$ cat config.mk
export PLATFORM = sky130hd
export DESIGN_NAME = header_payload_trailer_deframer
export DESIGN_NICKNAME = d
export VERILOG_FILES = /design/src/rtl/hptd_pkg.sv /design/src/rtl/hptd_core.sv /design/src/rtl/header_payload_trailer_deframer.sv
export SDC_FILE = /design/constraint.sdc
export NUM_CORES = 1
export LEC_CHECK = 0
export BUFFER_PORTS_ARGS = -buffer_cell sky130_fd_sc_hd__buf_2
export CAP_MARGIN = 20
export CORE_MARGIN = 4
export CORE_UTILIZATION = 59
export DETAILED_ROUTE_END_ITERATION = 16
export PLACE_DENSITY = 0.84
export SYNTH_ARGS = -nofsm -noshare
export SYNTH_HDL_FRONTEND = slang
export SYNTH_SLANG_ARGS = --single-unit
$ cat constraint.sdc
create_clock -name clk_i -period 5.7 [get_ports clk_i]
set_input_delay 0.57 -clock clk_i [delete_from_list [all_inputs] [get_ports clk_i]]
set_output_delay 0.57 -clock clk_i [all_outputs]
set_load 0.01 [all_outputs]
$ cat src/rtl/hptd_pkg.sv
// Shared types and constants for the header/payload/trailer deframer.
// Used by hptd_core and header_payload_trailer_deframer; no dependencies.
`default_nettype none

package hptd_pkg;

  localparam int unsigned PayloadLength = 5;
  localparam int unsigned MaxMarkLength = 4;
  localparam int unsigned ByteW         = 8;
  localparam int unsigned PatternW      = 32;
  localparam int unsigned MarkBytes     = PatternW / ByteW;
  localparam int unsigned LengthW       = 3;
  localparam int unsigned PayloadW      = 40;
  localparam int unsigned CountW        = 16;
  localparam int unsigned CfgIdxW       = 2;
  localparam int unsigned CfgDataW      = PatternW;

  localparam int unsigned PosMax = (PayloadLength > MaxMarkLength) ? PayloadLength
                                                                   : MaxMarkLength;
  localparam int unsigned PosW   = $clog2(PosMax + 1);

  typedef enum logic [CfgIdxW-1:0] {
    CFG_HEADER_PATTERN  = 2'd0,
    CFG_HEADER_LENGTH   = 2'd1,
    CFG_TRAILER_PATTERN = 2'd2,
    CFG_TRAILER_LENGTH  = 2'd3
  } cfg_reg_e;

  typedef enum logic [2:0] {
    PH_HEADER  = 3'b001,
    PH_PAYLOAD = 3'b010,
    PH_TRAILER = 3'b100
  } phase_e;

  typedef struct packed {
    logic [PatternW-1:0] header_pattern;
    logic [LengthW-1:0]  header_length;
    logic [PatternW-1:0] trailer_pattern;
    logic [LengthW-1:0]  trailer_length;
  } cfg_t;

  typedef struct packed {
    logic                frame_complete;
    logic [PayloadW-1:0] payload_bytes;
    logic [CountW-1:0]   retry_count;
  } result_t;

endpackage

`default_nettype wire

$ cat src/rtl/hptd_core.sv
// Deframer state machine: phase, position, payload capture and retry counter.
// Result is combinational from the current state and the byte; state advances on step_i.
// Depends on hptd_pkg.
`default_nettype none

module hptd_core (
  input  wire logic                    clk_i,
  input  wire logic                    rst_ni,
  input  wire logic                    step_i,
  input  wire logic [7:0]              rx_byte_i,
  input  wire hptd_pkg::cfg_t          cfg_i,
  output hptd_pkg::result_t            result_o
);
  import hptd_pkg::*;

  localparam int unsigned MarkIdxW  = (MarkBytes > 1) ? $clog2(MarkBytes) : 1;
  localparam int unsigned PackBytes = (PayloadLength < PayloadW / ByteW) ? PayloadLength
                                                                         : PayloadW / ByteW;

  phase_e            phase_q, phase_d;
  logic [PosW-1:0]   pos_q, pos_d;
  logic [CountW-1:0] cnt_q, cnt_d;
  logic [PayloadLength-1:0][ByteW-1:0] store_q;

  logic [MarkBytes-1:0][ByteW-1:0] mark_pat;
  logic [LengthW-1:0] mark_len_raw;
  logic [PosW-1:0]    mark_len;
  logic [ByteW-1:0]   mark_byte;
  logic [PosW:0]      pos_inc;
  logic               is_trailer;
  logic               complete;
  logic [PayloadW-1:0] packed_payload;

  // Length zero acts as one, anything above the limit acts as the limit.
  function automatic logic [PosW-1:0] eff_length(input logic [LengthW-1:0] len);
    logic [PosW-1:0] res;
    if (len == '0) begin
      res = PosW'(1);
    end else if (int'(len) > int'(MaxMarkLength)) begin
      res = PosW'(MaxMarkLength);
    end else begin
      res = PosW'(len);
    end
    return res;
  endfunction

  assign is_trailer   = (phase_q == PH_TRAILER);
  assign mark_pat     = is_trailer ? cfg_i.trailer_pattern : cfg_i.header_pattern;
  assign mark_len_raw = is_trailer ? cfg_i.trailer_length : cfg_i.header_length;
  assign mark_len     = eff_length(mark_len_raw);
  assign mark_byte    = (int'(pos_q) < int'(MarkBytes)) ? mark_pat[pos_q[MarkIdxW-1:0]]
                                                        : '0;
  assign pos_inc      = {1'b0, pos_q} + (PosW+1)'(1);

  always_comb begin
    phase_d  = phase_q;
    pos_d    = pos_q;
    cnt_d    = cnt_q;
    complete = 1'b0;
    case (phase_q)
      PH_PAYLOAD: begin
        if (int'(pos_inc) >= int'(PayloadLength)) begin
          pos_d   = '0;
          phase_d = PH_TRAILER;
          cnt_d   = '0;
        end else begin
          pos_d = pos_inc[PosW-1:0];
        end
      end
      default: begin
        // header, trailer and unused codes share the marker compare
        if (rx_byte_i != mark_byte) begin
          phase_d = PH_HEADER;
          pos_d   = '0;
          cnt_d   = cnt_q + CountW'(1);
        end else if (pos_inc >= {1'b0, mark_len}) begin
          pos_d = '0;
          if (is_trailer) begin
            phase_d  = PH_HEADER;
            cnt_d    = '0;
            complete = 1'b1;
          end else begin
            phase_d = PH_PAYLOAD;
          end
        end else begin
          pos_d   = pos_inc[PosW-1:0];
          phase_d = is_trailer ? PH_TRAILER : PH_HEADER;
        end
      end
    endcase
  end

  always_comb begin
    packed_payload = '0;
    for (int i = 0; i < int'(PackBytes); i++) begin
      packed_payload[i*ByteW +: ByteW] = store_q[i];
    end
  end

  assign result_o.frame_complete = complete;
  assign result_o.payload_bytes  = complete ? packed_payload : '0;
  assign result_o.retry_count    = cnt_d;

  always_ff @(posedge clk_i or negedge rst_ni) begin
    if (!rst_ni) begin
      phase_q <= PH_HEADER;
      pos_q   <= '0;
      cnt_q   <= '0;
    end else if (step_i) begin
      phase_q <= phase_d;
      pos_q   <= pos_d;
      cnt_q   <= cnt_d;
    end
  end

  // capture payload bytes at their position
  for (genvar g = 0; g < int'(PayloadLength); g++) begin : g_store
    always_ff @(posedge clk_i) begin
      if (step_i && phase_q == PH_PAYLOAD && int'(pos_q) == g) begin
        store_q[g] <= rx_byte_i;
      end
    end
  end

`ifndef SYNTHESIS
  a_payload_pos: assert property (@(posedge clk_i) disable iff (!rst_ni)
    (phase_q == PH_PAYLOAD) |-> (int'(pos_q) < int'(PayloadLength)))
    else $error("payload position out of range");

  a_complete_from_trailer: assert property (@(posedge clk_i) disable iff (!rst_ni)
    (step_i && result_o.frame_complete) |=> (phase_q == PH_HEADER && pos_q == '0
                                              && cnt_q == '0))
    else $error("frame completion did not restart the header search");

  a_phase_onehot: assert property (@(posedge clk_i) disable iff (!rst_ni)
    $onehot(phase_q))
    else $error("phase register is not one-hot");
`endif

endmodule

`default_nettype wire

$ cat src/rtl/header_payload_trailer_deframer.sv
// A result is registered in the output register, or in the skid entry if that
// is stalled; the whole state update is one registered step. One byte per cycle
// while in_stall_o is low; the skid entry takes a byte while a result waits.
// Reset (rst_ni low, asynchronous): header phase, position and retry counter zero,
// patterns zero, lengths one, output empty. Payload capture is not reset.
`default_nettype none

module header_payload_trailer_deframer (
  input  wire logic                             clk_i,
  input  wire logic                             rst_ni,
  input  wire logic                             cfg_we_i,
  input  wire logic [hptd_pkg::CfgIdxW-1:0]     cfg_idx_i,
  input  wire logic [hptd_pkg::CfgDataW-1:0]    cfg_data_i,
  input  wire logic                             in_valid_i,
  output      logic                             in_stall_o,
  input  wire logic [7:0]                       rx_byte_i,
  output      logic                             out_valid_o,
  input  wire logic                             out_stall_i,
  output      logic                             frame_complete_o,
  output      logic [hptd_pkg::PayloadW-1:0]    payload_bytes_o,
  output      logic [hptd_pkg::CountW-1:0]      retry_count_o
);
  import hptd_pkg::*;

  cfg_t    cfg_q;
  result_t step_res;
  result_t main_q, skid_q;
  logic    main_valid_q, skid_valid_q;
  logic    in_xfer, main_free;

  assign in_stall_o = skid_valid_q;
  assign in_xfer    = in_valid_i && !in_stall_o;
  assign main_free  = !main_valid_q || !out_stall_i;

  always_ff @(posedge clk_i or negedge rst_ni) begin
    if (!rst_ni) begin
      cfg_q.header_pattern  <= '0;
      cfg_q.header_length   <= LengthW'(1);
      cfg_q.trailer_pattern <= '0;
      cfg_q.trailer_length  <= LengthW'(1);
    end else if (cfg_we_i) begin
      case (cfg_reg_e'(cfg_idx_i))
        CFG_HEADER_PATTERN:  cfg_q.header_pattern  <= cfg_data_i[PatternW-1:0];
        CFG_HEADER_LENGTH:   cfg_q.header_length   <= cfg_data_i[LengthW-1:0];
        CFG_TRAILER_PATTERN: cfg_q.trailer_pattern <= cfg_data_i[PatternW-1:0];
        CFG_TRAILER_LENGTH:  cfg_q.trailer_length  <= cfg_data_i[LengthW-1:0];
        default: ;
      endcase
    end
  end

  hptd_core u_core (
    .clk_i     (clk_i),
    .rst_ni    (rst_ni),
    .step_i    (in_xfer),
    .rx_byte_i (rx_byte_i),
    .cfg_i     (cfg_q),
    .result_o  (step_res)
  );

  always_ff @(posedge clk_i or negedge rst_ni) begin
    if (!rst_ni) begin
      main_valid_q <= 1'b0;
      skid_valid_q <= 1'b0;
    end else if (main_free) begin
      // drain the skid entry first to keep order
      main_valid_q <= skid_valid_q || in_xfer;
      skid_valid_q <= 1'b0;
    end else if (in_xfer) begin
      skid_valid_q <= 1'b1;
    end
  end

  always_ff @(posedge clk_i) begin
    if (main_free) begin
      main_q <= skid_valid_q ? skid_q : step_res;
    end else if (in_xfer) begin
      skid_q <= step_res;
    end
  end

  assign out_valid_o      = main_valid_q;
  assign frame_complete_o = main_q.frame_complete;
  assign payload_bytes_o  = main_q.payload_bytes;
  assign retry_count_o    = main_q.retry_count;

`ifndef SYNTHESIS
  a_skid_behind_main: assert property (@(posedge clk_i) disable iff (!rst_ni)
    skid_valid_q |-> main_valid_q)
    else $error("skid entry held without an output entry");

  a_skid_fill: assert property (@(posedge clk_i) disable iff (!rst_ni)
    (in_xfer && main_valid_q && out_stall_i) |=> skid_valid_q)
    else $error("transfer under stalled output was not held in skid entry");

  a_out_hold: assert property (@(posedge clk_i) disable iff (!rst_ni)
    (out_valid_o && out_stall_i) |=> (out_valid_o && $stable(main_q)))
    else $error("stalled result changed");
`endif

endmodule

`default_nettype wire
==> flow_metrics.py, run 1 <==
metrics = {
    "drt": {
        "drt-initial-drc-count": 597,
        "vias": 7452,
        "drc_errors": 0,
        "wl_um": 23400,
        "dr.pass1.iters": 6,
        "avgRoutedWirePerCell_um": 19.0,
        "avgViaCountPerCell": 6.04,
        "detail-route-antenna-nets": 0,
    },
    "worst_hold_path": {
        "hold_path_class": "input port to register",
        "hold_path_depth": 2,
    },
    "critical_path": {
        "reg2reg_depth": 11,
        "crit_buf_inv": 3,
        "path_common_cell": "inv_2",
        "critical_path.top_delay_family": "simple AND/OR/NAND/NOR gates",
        "crit_required_ps": 6080,
        "start_kind": "register",
        "end_kind": "register",
        "slowest_stage": "inv_2",
        "cp_max_fo": 41,
        "worstPathCellList": "or3b_1 -> inv_2 -> mux4_2 -> nor4b_1 -> a22o_1 -> o22ai_2 -> nor3_4 -> buf_4 -> nand3_1 -> inv_2 -> and2_1",
        "crit_arrival_ps": 5090,
        "critPathMaxStageDelay_ps": 670,
        "critical_path_class": "register to register",
        "path_depth": 11,
    },
    "logic_synthesis": {
        "syn_avg_cell_area_um2": 12.6,
        "synth_async_sr_flop_share_pct": 37.9,
        "synth_edf_count": 154,
        "ys_ff_latch": 248,
        "netlist.area_leader.share_pct": 40.9,
        "syn_inst": 900,
        "yosysTopAreaCell": "edfxtp_1",
        "yosysWarnings": 0,
        "synthTopCellsByArea": "edfxtp_1, dfrtp_1, mux2_2",
        "synth_area_mm2": 0.0113,
        "synth_nets": 959,
        "synth.distinct_cells": 55,
        "synth_ff_type": "edfxtp_1",
        "ys_seq_area_share_pct": 61.8,
    },
    "pwr": {
        "p_sw_mw": 1.04,
        "comb_power_share_pct": 11.5,
        "p_int_mw": 3.42,
        "p_clk_share_pct": 39.1,
        "p_per_area_mw_per_mm2": 347,
        "ir_drop_mv": 0.336,
        "cellLeakagePower_nw": 5.26,
        "swShare_pct": 23.4,
        "seq_power_share_pct": 49.3,
    },
    "cts": {
        "clk_path_buf_depth": 3,
        "clockRootBuffer": "clkbuf_16",
        "cts_tree": "yes",
        "h-tree-depth": 1,
        "cts_sinks": 248,
        "clk_latency_ps": 530,
        "cts_made_buffers": 26,
        "clk_pin_slew_worst_paths_ps": 60,
    },
    "timing": {
        "hold_slack_ps": 282,
        "relSlewSlack_pct": 27.8,
        "hold_viol_final": 0,
        "worstMarginPinSlew_ps": 1080,
        "skew_ps": 16.0,
        "period_share_pct": 82.6,
        "slew_violations": 0,
        "min_period_ps": 4710,
        "max_freq_ghz": 0.212,
        "rsz0062_at_grt": "false",
        "worst_slack_ps": 993,
        "fin_setup_tns_ps": 0,
        "finalSetupViolCount": 0,
    },
    "final_layout": {
        "syn_to_final_growth_pct": 13.9,
        "fillCellCount": 1295,
        "mostFrequentLayoutCells": "edfxtp_1, nand2_1, buf_2",
        "n_antenna_cell": 0,
        "final_common_cell": "edfxtp_1",
        "final_cells": 1233,
        "nNetsFinal": 1038,
        "fin_util_pct": 68.6,
        "drive_gt1_share_pct": 25.3,
        "regArea_mm2": 0.00698,
        "multi_input_area_mm2": 0.00399,
    },
    "die": {
        "die_h_um": 146,
        "ioPinCount": 106,
        "start_util_pct": 60.2,
        "dieArea_mm2": 0.0214,
        "die_x_um": 146,
        "placementRows": 50,
        "coreArea_mm2": 0.0188,
    },
    "global_routing": {
        "grt_max_degree": 76,
        "grt_pass1_vias": 7248,
        "overflow": 0,
        "grt_pass1_wl_um": 38500,
        "globalRouteTotalUtil_pct": 21.9,
        "antenna_found_initial": 0,
    },
    "place": {
        "hpwl_um": 14800,
        "place_ws_ps": 1010,
        "globalplace.congestion": 0.818,
        "io_buffer_count": 105,
        "dp_cells": 1183,
    },
    "status": {
        "status": "finished clean",
    },
    "flow_run": {
        "cap_viol_max_count": 0,
    },
}
[cell families (layout without fill, tap and decap cells)]
kind of cell | Yosys count | in the layout | share of synthesized area [%]
simple gates | 308 | 308 | 13.3
flops | 248 | 248 | 61.8
compound gates | 122 | 122 | 7.58
mux | 109 | 109 | 11.5
buf+inv | 83 | 182 | 3.06
xor+xnor | 18 | 18 | 1.40
fa+ha+maj | 12 | 12 | 1.33
[registers in the layout, summed over array words and instances (netlist names)]
signal and cells:
retry_count_o 16, payload_bytes_o 40, u_core.phase_q 3, cfg_q 70, frame_complete_o 1, in_stall_o 1, u_core.pos_q 3, u_core.cnt_q 16
u_core.packed_payload 40, skid_q 57, out_valid_o 1
[final timing paths]
kind	slack [ps]	startpoint	end
setup / recovery	990	u_core.phase_q[1]$_DFFE_PN0P_	skid_q[51]$_DFFE_PP_
max in group asynchronous	3970	rst_ni	cfg_q[30]$_DFFE_PN0P_
setup reg to reg	990	u_core.phase_q[1]$_DFFE_PN0P_	skid_q[51]$_DFFE_PP_
min in group asynchronous	500	rst_ni	u_core.cnt_q[5]$_DFFE_PN0P_
hold reg to reg	500	cfg_q[7]$_DFFE_PN0P_	cfg_q[7]$_DFFE_PN0P_
hold / removal	280	cfg_data_i[18]	cfg_q[56]$_DFFE_PN0P_
[final cells by class]
cell class	count	area share, %
Timing Repair Buffer	121	5.21
Clock buffer	33	5.34
Tap cell	234	2.27
Clock inverter	15	1.60
Multi-Input combinational cell	569	31.0
Inverter	13	0.379
Sequential cell	248	54.2
[what timing repair did]
| action | CTS | global route |
|---|---|---|
| endpoints found under the hold margin | 19 | 0 |
| hold buffers | 1 | 0 |
| gates resized for setup | 0 | 0 |
| setup buffers | 0 | 0 |
| endpoints found under the setup margin | 0 | 0 |
[cells in the mapped netlist, drive strengths merged (3+ instances only)]
library cell / instances
xnor2: 8
a41oi: 14
a31oi: 6
nand2b: 6
edfxtp: 154
mux2: 70
mux2i: 29
xor2: 10
a32o: 7
nor3b: 9
ha: 12
buf: 16
a22o: 4
clkbuf: 54
dfrtp: 91
o41ai: 4
and2: 43
dfstp: 3
nand3b: 3
a41o: 11
a22oi: 4
and3: 8
nand2: 132
o22ai: 3
o21ai: 50
inv: 12
nand3: 41
nor2b: 3
mux4: 10
nor3: 6
nor4: 4
nor2: 31
o311a: 3
nand4: 16
a21oi: 6
[power by group through the flow]
stage               registers (mW)  logic (mW)  clock network, mW
floorplan                     2.22       0.339                  0
global placement              2.23       0.487                  0
detailed placement            2.24       0.507                  0
CTS                           2.20       0.516               1.77
global route                  2.23       0.569               1.85
finish                        2.20       0.515               1.75
[worst reg2reg max path, delay by kind of cell, from the launching register on]
family | cells | cell delay [ps]
simple gates | 5 | 1940
flops | 1 | 410
compound gates | 2 | 310
buf+inv | 3 | 1310
mux | 1 | 590
[stage by stage]
step / total power [mW] / instance area (um^2)
finish: 4.47 / 12900
global route: 4.65 / 12900
CTS: 4.49 / 12800
detailed placement: 2.75 / 11900
global placement: 2.72 / 11900
floorplan: 2.56 / 11300
[per-layer routing]
layer / vias to the layer above / GRT usage, % / wire, um / share of wire (%)
met4: 0 / 5.41 / 445 / 1.9
met3: 35 / 3.23 / 1680 / 7.2
met5: - / 0 / 0 / 0
met1: 3596 / 30.5 / 9700 / 41
li1: 3473 / - / - / -
met2: 348 / 36.9 / 11600 / 50
(Power assumes the default switching activity.)
==> inputs of run 2 (changes only) <==
Clock period 5.7 ns to 4.84 ns, I/O delays scaled along.
==> run 2 against run 1 <==
Clock power grew 3%. Largest power group unchanged. Power grew 12%. Clock-buffer cell count shrank 4. Sequential power grew 18%. Via count shrank 0.47%. Worst hold slack lost 260 ps. Setup slack lost 150 ps. Die area is the same.
==> flow_metrics.py, run 2 (synthesized netlist as in run 1, its figures left out) <==
metrics = {
    "status": {
        "status": "finished clean",
    },
    "cts": {
        "h-tree-depth": 1,
        "clk_path_buf_depth": 3,
        "cts_setup_buffers": 0,
        "cts_resized": 0,
        "hold_buffers": 0,
        "cts_made_buffers": 25,
        "cts_tree": "yes",
        "clk_pin_slew_worst_paths_ps": 60,
        "clk_latency_ps": 510,
        "cts_sinks": 248,
        "clockRootBuffer": "clkbuf_16",
    },
    "place": {
        "io_buffer_count": 105,
        "globalplace.congestion": 0.800,
        "place_ws_ps": 844,
        "hpwl_um": 14700,
        "dpl-instance-area_mm2": 0.0119,
    },
    "pwr": {
        "p_clk_share_pct": 36.1,
        "ir_drop_mv": 0.302,
        "p_per_area_mw_per_mm2": 393,
        "p_int_mw": 3.81,
        "p_sw_mw": 1.18,
        "comb_power_share_pct": 11.8,
        "seq_power_share_pct": 52.0,
        "cellLeakagePower_nw": 5.17,
        "swShare_pct": 23.7,
    },
    "drt": {
        "vias": 7417,
        "avgRoutedWirePerCell_um": 18.2,
        "avgViaCountPerCell": 6.04,
        "drt-initial-drc-count": 584,
        "wl_um": 22400,
        "drc_errors": 0,
        "detail-route-antenna-nets": 0,
        "dr.pass1.iters": 5,
    },
    "critical_path": {
        "critical_path_class": "register to register",
        "rrSetupSlack_ps": 840,
        "end_kind": "register",
        "crit_arrival_ps": 4270,
        "crit_required_ps": 5100,
        "r2r_start": "u_core.phase_q[1]$_DFFE_PN0P_",
        "start_kind": "register",
        "cp_max_fo": 41,
        "reg2reg_depth": 14,
        "rr_endpoint": "skid_q[38]$_DFFE_PP_",
    },
    "timing": {
        "hold_viol_final": 0,
        "min_period_ps": 4000,
        "slew_violations": 0,
        "finalSetupViolCount": 0,
        "rsz0062_at_grt": "false",
        "skew_ps": 9.71,
        "fin_setup_tns_ps": 0,
        "worstMarginPinSlew_ps": 985,
        "max_freq_ghz": 0.250,
        "worst_slack_ps": 838,
        "relSlewSlack_pct": 34.1,
        "period_share_pct": 82.7,
    },
    "final_layout": {
        "drive_gt1_share_pct": 25.3,
        "nNetsFinal": 1036,
        "n_antenna_cell": 0,
        "largest_reg_flops": 70,
        "final_common_cell": "edfxtp_1",
        "mostFrequentLayoutCells": "edfxtp_1, nand2_1, buf_2",
        "final_area_mm2": 0.0127,
        "largest-register": "cfg_q",
        "syn_to_final_growth_pct": 12.5,
        "top_regs": "cfg_q: 70 flops, skid_q: 57 flops",
    },
    "die": {
        "coreArea_mm2": 0.0188,
        "ioPinCount": 106,
        "placementRows": 50,
        "start_util_pct": 60.2,
        "die_h_um": 146,
        "die_x_um": 146,
        "dieArea_mm2": 0.0214,
    },
    "worst_hold_path": {
        "hold_path_class": "input port to async pin",
    },
    "global_routing": {
        "globalRouteTotalUtil_pct": 20.7,
        "overflow": 0,
        "antenna_found_initial": 1,
        "grt_pass1_wl_um": 36300,
        "grt_pass1_vias": 7194,
        "grt_max_degree": 72,
    },
    "flow_run": {
        "cap_viol_max_count": 0,
    },
}
run 2: worst max-delay path by stage:
stage                                              from                   end  depth (start not counted)
after floorplan                             out_stall_i   skid_q[0]$_DFFE_PP_                          2
after global placement    u_core.phase_q[0]$_DFFE_PN1P_  skid_q[50]$_DFFE_PP_                         14
after detailed placement  u_core.phase_q[1]$_DFFE_PN0P_  skid_q[38]$_DFFE_PP_                         14
after CTS                 u_core.phase_q[1]$_DFFE_PN0P_  skid_q[38]$_DFFE_PP_                         14
after global routing      u_core.phase_q[1]$_DFFE_PN0P_  skid_q[54]$_DFFE_PP_                         14
final                     u_core.phase_q[1]$_DFFE_PN0P_  skid_q[38]$_DFFE_PP_                         14
run 2: layer usage:
| layer | GRT usage (%) | share of wire (%) | up-vias |
|---|---|---|---|
| met5 | 0 | 0.054 | - |
| met4 | 7.06 | 2.8 | 2 |
| met3 | 3.69 | 6.8 | 56 |
| met2 | 34.5 | 49 | 292 |
| met1 | 27.6 | 42 | 3596 |
| li1 | - | - | 3471 |
run 2: critical path, cell delays in order, from the launching register on:
cell and delay [ps]:
dfrtp_1 400, or3b_1 360, buf_4 210, inv_2 200, mux2i_1 330, o311a_1 230, ha_1 220, nand2b_1 140
a21o_1 170, a21oi_1 220, nand2_1 160, ha_1 210, nand3_1 300, inv_2 330, and2_1 270
run 2: metrics by stage:
step                      total power [mW]  std cells  utilization (%)  hold slack (ps)
final                                 4.99       1227             67.7             26.0
after floorplan                       3.02        900                -              188
after detailed placement              3.23       1184             63.7              494
after CTS                             5.02       1227             67.7             47.6
after global placement                3.20       1184             63.7              484
after global routing                  5.20       1227             67.7             72.0
run 2: area by class of cell:
cell class / instances / area, um^2
flip-flops and latches: 248 / 6980
multi-input cells: 569 / 3990
fillers: 1324 / 6060
inverters: 13 / 48.8
repair buffers: 120 / 641
clock inverters: 14 / 121
well taps: 234 / 293
clock buffers: 29 / 641
run 2: power groups by stage:
stage	Clock [mW]	Combinational [mW]	Sequential [mW]
2_1_floorplan	0	0.399	2.62
3_3_place_gp	0	0.571	2.63
3_5_place_dp	0	0.591	2.64
4_1_cts	1.83	0.595	2.60
5_1_grt	1.93	0.650	2.62
6_report	1.80	0.591	2.60
==> inputs of run 3 (changes only) <==
Settings changed: CORE_UTILIZATION 59 to 54, PLACE_DENSITY 0.84 to 0.82.
Clock period 4.84 ns to 3.4 ns, I/O delays scaled along.
==> run 3 against run 2 <==
Via count up 0.80%. Core utilization down 3.9 points. Power up 45%. Clock power up 50%. Die area up 8.7%. Sequential share of layout area down 1.4 points. Critical path type unchanged. Critical endpoint is now retry_count_o[8]$_DFFE_PN_. Largest cell class unchanged.
==> flow_metrics.py, run 3 (synthesized netlist as in run 1, its figures left out) <==
metrics = {
    "critical_path": {
        "start_kind": "register",
        "crit_required_ps": 3620,
        "crit_buf_inv": 2,
        "slowest_stage": "mux4_2",
        "worstPathCellList": "or3b_4 -> inv_4 -> mux4_2 -> nor4b_2 -> a22o_1 -> o22ai_2 -> or3_1 -> buf_12 -> nand3_1 -> a41oi_1",
        "critical_path.top_delay_family": "simple AND/OR/NAND/NOR gates",
        "crit_arrival_ps": 3490,
        "end_kind": "register",
        "cp_max_fo": 44,
        "critPathMaxStageDelay_ps": 560,
        "critical_path_class": "register to register",
    },
    "global_routing": {
        "use_met2_pct": 33.3,
        "gr-usage-met1_pct": 26.9,
        "overflow": 0,
        "grt_max_degree": 95,
        "busiest_layer": "met2",
        "globalRouteTotalUtil_pct": 19.8,
        "grt_pass1_wl_um": 38100,
        "grt_pass1_vias": 7353,
        "antenna_found_initial": 0,
        "grtUsageMet3_pct": 3.52,
    },
    "drt": {
        "avgRoutedWirePerCell_um": 18.5,
        "vias": 7476,
        "dr.pass1.iters": 5,
        "wl_um": 23700,
        "detail-route-antenna-nets": 0,
        "avgViaCountPerCell": 5.83,
        "drc_errors": 0,
        "drt-initial-drc-count": 650,
    },
    "status": {
        "status": "finished clean",
    },
    "timing": {
        "skew_ps": 8.52,
        "finalSetupViolCount": 0,
        "slew_violations": 0,
        "relSlewSlack_pct": 47.5,
        "hold_slack_ps": 56.9,
        "hold_viol_final": 0,
        "max_freq_ghz": 0.306,
        "period_share_pct": 96.2,
        "worstMarginPinSlew_ps": 788,
        "min_period_ps": 3270,
    },
    "final_layout": {
        "n_antenna_cell": 0,
        "multi_input_area_mm2": 0.00402,
        "largest-register": "cfg_q",
        "regArea_mm2": 0.00698,
        "drive_gt1_share_pct": 27.1,
        "syn_to_final_growth_pct": 15.5,
        "nNetsFinal": 1053,
        "mostFrequentLayoutCells": "edfxtp_1, nand2_1, buf_2",
        "largest_reg_flops": 70,
        "top_regs": "cfg_q: 70 flops, skid_q: 57 flops",
        "final_area_mm2": 0.0130,
        "fillCellCount": 1492,
        "final_common_cell": "edfxtp_1",
        "final_cells": 1283,
    },
    "pwr": {
        "p_per_area_mw_per_mm2": 556,
        "ir_drop_mv": 0.548,
        "cellLeakagePower_nw": 5.33,
        "finalPower_mw": 7.25,
    },
    "die": {
        "start_util_pct": 55.3,
        "dieArea_mm2": 0.0233,
        "placementRows": 52,
        "ioPinCount": 106,
        "coreArea_mm2": 0.0204,
        "die_h_um": 153,
        "die_x_um": 153,
    },
    "place": {
        "globalplace.congestion": 0.774,
        "dp_cells": 1233,
        "io_buffer_count": 105,
        "dpl-instance-area_mm2": 0.0121,
        "hpwl_um": 15100,
    },
    "cts": {
        "h-tree-depth": 1,
        "clk_path_buf_depth": 3,
        "cts_sinks": 248,
        "cts_tree": "yes",
        "cts_made_buffers": 26,
        "clockRootBuffer": "clkbuf_16",
        "clk_latency_ps": 530,
        "clk_pin_slew_worst_paths_ps": 60,
    },
    "worst_hold_path": {
        "hold_path_class": "input port to register",
    },
    "flow_run": {
        "cap_viol_max_count": 0,
    },
}
## run 3: cell types whose count changed in the layout (fill, tap and decap cells not counted), sizes merged
cell	previous run	this run
buf	120	135
clkinv	8	13
clkinvlp	5	0
clkbuf	29	33
bufinv	2	1
dlygate4sd3	0	1
inv	12	13
## run 3: worst reg2reg max path: stages, from the launching register on
cell and delay, ps:
dfrtp_1 400, or3b_4 410, inv_4 130, mux4_2 560
nor4b_2 280, a22o_1 180, o22ai_2 120, or3_1 430
buf_12 200, nand3_1 130, a41oi_1 130
## run 3: stage by stage
stage | TNS (ps) | util (%) | worst slack [ps]
4_1_cts | 0 | 63.5 | 21.9
2_1_floorplan | 0 | - | 30.8
6_report | 0 | 63.8 | 131
5_1_grt | -3.49 | 63.8 | -2.87
3_3_place_gp | 0 | 59.4 | 110
3_5_place_dp | -5.76 | 59.4 | -5.76
## run 3: per-layer routing
| layer | part of all wire, % | vias up |
|---|---|---|
| li1 | - | 3498 |
| met4 | 2.4 | 0 |
| met2 | 49 | 263 |
| met1 | 41 | 3665 |
| met3 | 6.8 | 50 |
| met5 | 0 | - |
## run 3: path summary, 6_finish.rpt
kind                                               start                           end  slack [ps]  depth (start not counted)
setup / recovery           u_core.phase_q[1]$_DFFE_PN0P_    retry_count_o[8]$_DFFE_PN_         130                         10
hold / removal                             cfg_data_i[8]         cfg_q[11]$_DFFE_PN0P_          60                          2
setup reg to reg           u_core.phase_q[1]$_DFFE_PN0P_    retry_count_o[8]$_DFFE_PN_         130                         10
hold reg to reg                    cfg_q[32]$_DFFE_PN0P_         cfg_q[32]$_DFFE_PN0P_         500                          1
max in group asynchronous                         rst_ni         cfg_q[15]$_DFFE_PN0P_        2570                          3
min in group asynchronous                         rst_ni  u_core.cnt_q[14]$_DFFE_PN0P_         400                          3
## run 3: report_power, final
part           switching (mW)  total, mW  internal, mW
Sequential              0.169       3.70          3.53
Clock                    1.13       2.70          1.57
Combinational           0.446      0.857         0.411
Total                    1.74       7.25          5.51
## run 3: timing repair
action	CTS	global route
setup buffers	0	1
resized for setup	2	10
hold buffers	1	0
endpoints found under the setup margin	2	111
hold endpoints to repair	91	0
## run 3: cell type report
cell class,instances,area share (%)
tap,270,2.59
clock buffer,33,5.51
sequential,248,53.5
clock inverter,14,0.796
timing repair buffer,136,6.35
inverter,13,0.393
multi-input combinational,569,30.8
